--- config.mk ---
export PLATFORM = sky130hd
export DESIGN_NAME = crc64_checksum_and_prng_top_flat
export DESIGN_NICKNAME = d
export VERILOG_FILES = /design/src/rtl/crc64_pkg.sv /design/src/rtl/crc64_in_if.sv /design/src/rtl/crc64_out_if.sv /design/src/rtl/crc64_cfg_if.sv /design/src/rtl/crc64_engine.sv /design/src/rtl/crc64_checksum_and_prng_top.sv /design/src/flat_wrapper.sv
export SDC_FILE = /design/constraint.sdc
export NUM_CORES = 1
export LEC_CHECK = 0
export ABC_CLOCK_PERIOD_IN_PS = 5300
export BUFFER_PORTS_ARGS = -buffer_cell sky130_fd_sc_hd__clkbuf_2
export CORE_ASPECT_RATIO = 0.75
export CORE_MARGIN = 2
export CORE_UTILIZATION = 45
export DETAILED_ROUTE_END_ITERATION = 8
export HOLD_SLACK_MARGIN = 0.08
export PLACE_DENSITY = 0.64
export SYNTH_ARGS = -nofsm -noshare
export SYNTH_HDL_FRONTEND = slang
export SYNTH_SLANG_ARGS = --single-unit
--- constraint.sdc ---
create_clock -name clk_i -period 5.3 [get_ports clk_i]
set_input_delay 0.53 -clock clk_i [delete_from_list [all_inputs] [get_ports clk_i]]
set_output_delay 0.53 -clock clk_i [all_outputs]
set_load 0.02 [all_outputs]
--- src/rtl/crc64_pkg.sv ---
package crc64_pkg;

  localparam logic [63:0] CRC_POLY = 64'hC96C5795D7870F42;
  localparam logic [63:0] CRC_INIT = 64'hFFFF_FFFF_FFFF_FFFF;

  typedef logic [63:0] crc_word_t;
  typedef logic [7:0][63:0] byte_cols_t;
  typedef logic [63:0][63:0] word_cols_t;

  typedef enum logic {
    CMD_CHECKSUM = 1'b0,
    CMD_DRAW     = 1'b1
  } cmd_e;

  typedef enum logic {
    KIND_CHECKSUM = 1'b0,
    KIND_RANDOM   = 1'b1
  } kind_e;

  typedef struct packed {
    logic       cmd;
    logic [7:0] data_byte;
    logic       first_byte;
    logic       last_byte;
  } item_t;

  // eight lsb-first shift steps, used only to build the constant tables
  function automatic crc_word_t shift_bits(crc_word_t acc);
    crc_word_t a;
    a = acc;
    for (int k = 0; k < 8; k++) begin
      a = a[0] ? ((a >> 1) ^ CRC_POLY) : (a >> 1);
    end
    return a;
  endfunction

  function automatic crc_word_t crc_bytes(crc_word_t init, crc_word_t w);
    crc_word_t a;
    a = init;
    for (int b = 0; b < 8; b++) begin
      a = shift_bits(a ^ {56'h0, w[8*b +: 8]});
    end
    return a;
  endfunction

  function automatic byte_cols_t build_byte_cols();
    byte_cols_t cols;
    for (int j = 0; j < 8; j++) begin
      cols[j] = shift_bits(crc_word_t'(1) << j);
    end
    return cols;
  endfunction

  function automatic word_cols_t build_word_cols();
    word_cols_t cols;
    for (int i = 0; i < 64; i++) begin
      cols[i] = crc_bytes(64'h0, crc_word_t'(1) << i);
    end
    return cols;
  endfunction

  // the crc is affine in its inputs, so each input bit owns one column
  localparam byte_cols_t BYTE_COLS  = build_byte_cols();
  localparam word_cols_t WORD_COLS  = build_word_cols();
  localparam crc_word_t  WORD_CONST = crc_bytes(CRC_INIT, 64'h0);

  function automatic crc_word_t fold_byte(crc_word_t acc, logic [7:0] b);
    logic [7:0] x;
    crc_word_t  r;
    x = acc[7:0] ^ b;
    r = {8'h00, acc[63:8]};
    for (int j = 0; j < 8; j++) begin
      if (x[j]) r = r ^ BYTE_COLS[j];
    end
    return r;
  endfunction

  function automatic crc_word_t word_crc(crc_word_t w);
    crc_word_t r;
    r = WORD_CONST;
    for (int i = 0; i < 64; i++) begin
      if (w[i]) r = r ^ WORD_COLS[i];
    end
    return r;
  endfunction

endpackage

--- src/rtl/crc64_in_if.sv ---
interface crc64_in_if;
  logic       valid;
  logic       ready;
  logic       cmd;
  logic [7:0] data_byte;
  logic       first_byte;
  logic       last_byte;

  modport source (output valid, cmd, data_byte, first_byte, last_byte, input ready);
  modport sink (input valid, cmd, data_byte, first_byte, last_byte, output ready);
endinterface

--- src/rtl/crc64_out_if.sv ---
interface crc64_out_if;
  logic        valid;
  logic        ready;
  logic [63:0] result_value;
  logic        result_kind;

  modport source (output valid, result_value, result_kind, input ready);
  modport sink (input valid, result_value, result_kind, output ready);
endinterface

--- src/rtl/crc64_cfg_if.sv ---
interface crc64_cfg_if;
  logic        valid;
  logic        ready;
  logic [63:0] seed_value;

  modport source (output valid, seed_value, input ready);
  modport sink (input valid, seed_value, output ready);
endinterface

--- src/rtl/crc64_engine.sv ---
module crc64_engine (
  input  logic                clk_i,
  input  logic                rst_ni,
  input  logic                cfg_we_i,
  input  logic [63:0]         cfg_seed_i,
  input  logic                fire_i,
  input  crc64_pkg::item_t    item_i,
  output crc64_pkg::crc_word_t result_value_o
);
  import crc64_pkg::*;

  crc_word_t acc_q, acc_d;
  crc_word_t gen_q, gen_d;
  crc_word_t acc_base;
  logic      is_draw;

  assign is_draw  = (item_i.cmd == CMD_DRAW);
  assign acc_base = item_i.first_byte ? CRC_INIT : acc_q;

  always_comb begin
    acc_d = fold_byte(acc_base, item_i.data_byte);
    gen_d = word_crc(gen_q);
  end

  assign result_value_o = is_draw ? gen_d : acc_d;

  always_ff @(posedge clk_i or negedge rst_ni) begin
    if (!rst_ni) begin
      acc_q <= CRC_INIT;
      gen_q <= 64'h0;
    end else begin
      // seed writes are to arrive only while idle; the block does not enforce this, and a seed write wins over a draw
      if (cfg_we_i) begin
        gen_q <= cfg_seed_i;
      end else if (fire_i && is_draw) begin
        gen_q <= gen_d;
      end
      if (fire_i && !is_draw) begin
        acc_q <= acc_d;
      end
    end
  end

endmodule

--- src/rtl/crc64_checksum_and_prng_top.sv ---
// Reflected CRC-64 (ECMA-182 polynomial, no final inversion) with a built-in
// random word generator. A checksum item folds one byte into the running
// checksum; first_byte restarts it at all ones before the byte and last_byte
// returns the checksum after it. A draw item replaces the generator state with
// the CRC-64 of its own eight bytes (low byte first, from all ones) and returns
// the new word. Writing the seed loads the generator state at once; the seed
// port is always ready. One item is taken every clock cycle unless a waiting
// result stalls the input register. An accepted item is held in the input
// register, and the whole byte fold or word CRC is done as a single XOR
// network between it and the result register. Back-pressure on the result side
// stalls the input register only while it holds an item that returns a result;
// items that return no result still pass, and a new item is taken as each leaves.
module crc64_checksum_and_prng_top (
  input  logic        clk_i,
  input  logic        rst_ni,
  crc64_in_if.sink    item_i,
  crc64_cfg_if.sink   cfg_i,
  crc64_out_if.source result_o
);
  import crc64_pkg::*;

  item_t     item_q;
  logic      item_valid_q;
  logic      emit;
  logic      fire;
  logic      in_take;
  crc_word_t result_value;
  logic      res_valid_q;
  crc_word_t res_value_q;
  logic      res_kind_q;

  assign emit    = (item_q.cmd == CMD_DRAW) || item_q.last_byte;
  assign fire    = item_valid_q && (!emit || !res_valid_q || result_o.ready);
  assign in_take = item_i.valid && item_i.ready;

  assign item_i.ready = !item_valid_q || fire;
  assign cfg_i.ready  = 1'b1;

  crc64_engine u_engine (
    .clk_i         (clk_i),
    .rst_ni        (rst_ni),
    .cfg_we_i      (cfg_i.valid),
    .cfg_seed_i    (cfg_i.seed_value),
    .fire_i        (fire),
    .item_i        (item_q),
    .result_value_o(result_value)
  );

  always_ff @(posedge clk_i or negedge rst_ni) begin
    if (!rst_ni) begin
      item_valid_q <= 1'b0;
      res_valid_q  <= 1'b0;
    end else begin
      if (in_take) begin
        item_valid_q <= 1'b1;
      end else if (fire) begin
        item_valid_q <= 1'b0;
      end
      if (fire && emit) begin
        res_valid_q <= 1'b1;
      end else if (result_o.ready) begin
        res_valid_q <= 1'b0;
      end
    end
  end

  always_ff @(posedge clk_i) begin
    if (in_take) begin
      item_q.cmd        <= item_i.cmd;
      item_q.data_byte  <= item_i.data_byte;
      item_q.first_byte <= item_i.first_byte;
      item_q.last_byte  <= item_i.last_byte;
    end
    if (fire && emit) begin
      res_value_q <= result_value;
      res_kind_q  <= (item_q.cmd == CMD_DRAW) ? KIND_RANDOM : KIND_CHECKSUM;
    end
  end

  assign result_o.valid        = res_valid_q;
  assign result_o.result_value = res_value_q;
  assign result_o.result_kind  = res_kind_q;

endmodule

--- src/flat_wrapper.sv ---
// flat-port wrapper written by rule: the top's interface ports become plain ports
module crc64_checksum_and_prng_top_flat import crc64_pkg::*;
  (clk_i, rst_ni, item_i_valid, item_i_cmd, item_i_data_byte, item_i_first_byte, item_i_last_byte, item_i_ready, cfg_i_valid, cfg_i_seed_value, cfg_i_ready, result_o_valid, result_o_result_value, result_o_result_kind, result_o_ready);
  crc64_in_if item_i_i ();
  crc64_cfg_if cfg_i_i ();
  crc64_out_if result_o_i ();
  input  logic clk_i;
  input  logic rst_ni;
  input wire logic [$bits(item_i_i.valid)-1:0] item_i_valid;
  input wire logic [$bits(item_i_i.cmd)-1:0] item_i_cmd;
  input wire logic [$bits(item_i_i.data_byte)-1:0] item_i_data_byte;
  input wire logic [$bits(item_i_i.first_byte)-1:0] item_i_first_byte;
  input wire logic [$bits(item_i_i.last_byte)-1:0] item_i_last_byte;
  output wire logic [$bits(item_i_i.ready)-1:0] item_i_ready;
  input wire logic [$bits(cfg_i_i.valid)-1:0] cfg_i_valid;
  input wire logic [$bits(cfg_i_i.seed_value)-1:0] cfg_i_seed_value;
  output wire logic [$bits(cfg_i_i.ready)-1:0] cfg_i_ready;
  output wire logic [$bits(result_o_i.valid)-1:0] result_o_valid;
  output wire logic [$bits(result_o_i.result_value)-1:0] result_o_result_value;
  output wire logic [$bits(result_o_i.result_kind)-1:0] result_o_result_kind;
  input wire logic [$bits(result_o_i.ready)-1:0] result_o_ready;
  assign item_i_i.valid = item_i_valid;
  assign item_i_i.cmd = item_i_cmd;
  assign item_i_i.data_byte = item_i_data_byte;
  assign item_i_i.first_byte = item_i_first_byte;
  assign item_i_i.last_byte = item_i_last_byte;
  assign item_i_ready = item_i_i.ready;
  assign cfg_i_i.valid = cfg_i_valid;
  assign cfg_i_i.seed_value = cfg_i_seed_value;
  assign cfg_i_ready = cfg_i_i.ready;
  assign result_o_valid = result_o_i.valid;
  assign result_o_result_value = result_o_i.result_value;
  assign result_o_result_kind = result_o_i.result_kind;
  assign result_o_i.ready = result_o_ready;
  crc64_checksum_and_prng_top u_core (.clk_i(clk_i), .rst_ni(rst_ni), .item_i(item_i_i), .cfg_i(cfg_i_i), .result_o(result_o_i));
endmodule
==> results.sh <==
export IMPL_yosysTopAreaCell="xnor3_1"
export IMPL_cts_buffer_depth=3
export IMPL_antenna_left=0
export IMPL_dr_pass1_iters=7
export IMPL_syn_instance_count=1861
export IMPL_antennaDiodeCount=0
export IMPL_hold_slack_ps=76.6
export IMPL_grt_pass1_vias=14400
export IMPL_initial_core_util_pct=45.8
export IMPL_crit_buf_inv=1
export IMPL_globalplace_congestion=1.09
export IMPL_viasPerCell=5.88
export IMPL_io_buffers=146
export IMPL_setup_slack_ps=1190
export IMPL_coreArea_mm2=0.0461
export IMPL_period_share_pct=77.6
export IMPL_routed_wl_um=94500
export IMPL_cp_arrival_ps=4340
export IMPL_relSlewSlack_pct=5.26
export IMPL_postCtsSetupBuffers=0
export IMPL_grt_first_pass_wirelength_um=125000
export IMPL_drc_errors=0
export IMPL_tightestPinTransition_ps=1420
export IMPL_ys_seq_area_share_pct=26.6
export IMPL_critical_path_required_ps=5530
export IMPL_path_class="reg -> reg"
export IMPL_die_area_mm2=0.0487
export IMPL_synth_top_cells_by_area="xnor3_1 (22%), xnor2_1 (22%), edfxtp_1 (11%)"
export IMPL_report_final_slew_viol_count=0
export IMPL_grt_usage_pct=38.8
export IMPL_die_h_um=192
export IMPL_fp_dieW_um=254
export IMPL_drt_iter0_drc=2127
export IMPL_area_growth_pct=10.2
export IMPL_fin_skew_ps=15.7
export IMPL_crit_top_cell="xnor2_1"
export IMPL_min_period_ps=4110
export IMPL_syn_avg_cell_area_um2=11.3
export IMPL_hold_viol_final=0
export IMPL_synth_flop_cell="edfxtp_1"
export IMPL_holdCritPathClass="in -> async"
export IMPL_hold_buffers=0
export IMPL_setup_viol=0
export IMPL_ys_async_sr_fraction_pct=63.1
export IMPL_critPathMaxFanout=32
export IMPL_vias=15300
export IMPL_dp_hpwl_um=73100
export IMPL_synth_cell_type_count=37
export IMPL_rows=68
export IMPL_cap_violations=0
export IMPL_pin_count=148
export IMPL_n_fill_cell=4244
export IMPL_post_cts_resized=0
export IMPL_htreeDepth=1
export IMPL_synth_edf_count=76
export IMPL_syn_num_nets=1941
export IMPL_worst_setup_path_start_kind="flip-flop"
export IMPL_synth_top_area_share_pct=22.2
export IMPL_crit_slowest_cell="xnor2_1"
export IMPL_path_clk_slew_ps=70
export IMPL_rsz0062_at_grt="false"
export IMPL_yosys_warnings=0
export IMPL_synth_area_mm2=0.0211
export IMPL_status="complete, no violations"
export IMPL_path_cells="buf_4 -> nor2_1 -> xnor2_1 -> xnor2_1 -> xnor2_1 -> o21ai_0"
export IMPL_cts_tree="yes"
export IMPL_grt_overflow_total=0
export IMPL_fmaxAchievable_mhz=243
export IMPL_crit_path_end_kind="flip-flop"
export IMPL_cts_sinks=206
export IMPL_ys_seq_elements=206
export IMPL_slowest_delay_ps=960
export IMPL_antenna_found_initial=1
export IMPL_drive_gt1_share_pct=18.3
export IMPL_synth_most_common_cell="xnor2_1"
export IMPL_clock_latency_ps=540
export IMPL_cp_top_family="XOR/XNOR gates"
export IMPL_tns_ps=0
export IMPL_grt_max_degree=102
export IMPL_post_route_util_pct=50.4
export IMPL_cts_root_buf="clkbuf_16"
export IMPL_fin_nets=2036
export IMPL_place_ws_ps=1370
export IMPL_numCtsBuffers=23
export IMPL_synthTopCellsByCount="xnor2_1 (524), xnor3_1 (208), nand2_1 (170), xor2_1 (154), o21ai_0 (129)"
export IMPL_wl_per_cell_um=36.3
logic make-up (layout without fill, tap and decap cells):
| logic type | Yosys count | after routing | share of synthesized area (%) |
|---|---|---|---|
| multiplexers | 45 | 45 | 2.18 |
| AND/OR/NAND/NOR | 328 | 328 | 6.20 |
| AO/OA/AOI/OAI | 183 | 183 | 4.46 |
| buffers and inverters | 147 | 258 | 3.57 |
| XOR/XNOR | 951 | 951 | 57.0 |
| other | 1 | 1 | 0.0178 |
| flip-flops | 206 | 206 | 26.6 |
stage by stage:
step                instance area (µm²)  std cells
global route                      23300       2602
finish                            23300       2602
CTS                               23200       2601
floorplan                         21100       1861
global placement                  22400       2560
detailed placement                22400       2560
worst register-to-register path, delay by kind of cell (launching register included):
kind                   cells  cell delay (ps)
buffers and inverters      1              490
AND/OR/NAND/NOR            1              120
XOR/XNOR                   3             2200
AO/OA/AOI/OAI              1              190
flip-flops                 1              800
state kept, by name, indices dropped and copies added, names as in the netlist:
register and count:
u_core.item_q 11, u_core.result_o.result_value 64, u_core.result_o.result_kind 1, u_core.result_o.valid 1, u_core.item_valid_q 1, u_core.u_engine.acc_q 64
u_core.u_engine.gen_q 64
metal layers:
metal	part of all wire, %	global-route usage (%)	vias up
li1	-	-	6271
met1	43	58.2	7782
met2	38	51.0	1110
met5	0	0	-
met4	3.4	10.7	0
met3	15	15.3	145
final timing paths:
check	startpoint	to	slack, ps	cells past startpoint
max in group asynchronous	rst_ni	u_core.u_engine.gen_q[20]	4030	2
min in group clk_i	item_i_data_byte[0]	u_core.item_q[2]	170	1
hold reg to reg	u_core.u_engine.acc_q[51]	u_core.u_engine.acc_q[51]	460	2
setup / recovery	u_core.item_q[1]	u_core.result_o.result_value[36]	1190	6
setup reg to reg	u_core.item_q[1]	u_core.result_o.result_value[36]	1190	6
hold / removal	rst_ni	u_core.u_engine.gen_q[44]	80	1
layout make-up:
| cell class | count | area, µm² | area share [%] |
|---|---|---|---|
| tap | 630 | 788 | 3.39 |
| multi-input combinational | 1508 | 14800 | 63.5 |
| timing repair buffer | 213 | 1250 | 5.39 |
| inverter | 4 | 15.0 | 0.0646 |
| clock buffer | 25 | 604 | 2.60 |
| sequential | 206 | 5620 | 24.1 |
| clock inverter | 16 | 221 | 0.952 |
cell usage in the layout (no fill, tap or decap), types with 24 or more instances in the layout:
master	synthesis	final
xnor2_1	524	524
xnor3_1	208	208
nand2_1	170	170
xor2_1	154	154
clkbuf_2	1	144
o21ai_0	129	129
nor2_1	126	125
edfxtp_1	76	76
buf_4	35	66
dfrtp_1	66	66
dfstp_2	64	64
a21oi_1	40	40
mux2i_1	37	37
xor3_1	35	35
and3_1	26	25
clkbuf_16	0	24
Power is left out: the tool's default activity adds up to more than one toggle a clock period on the data nets, which glitch-free logic cannot reach.
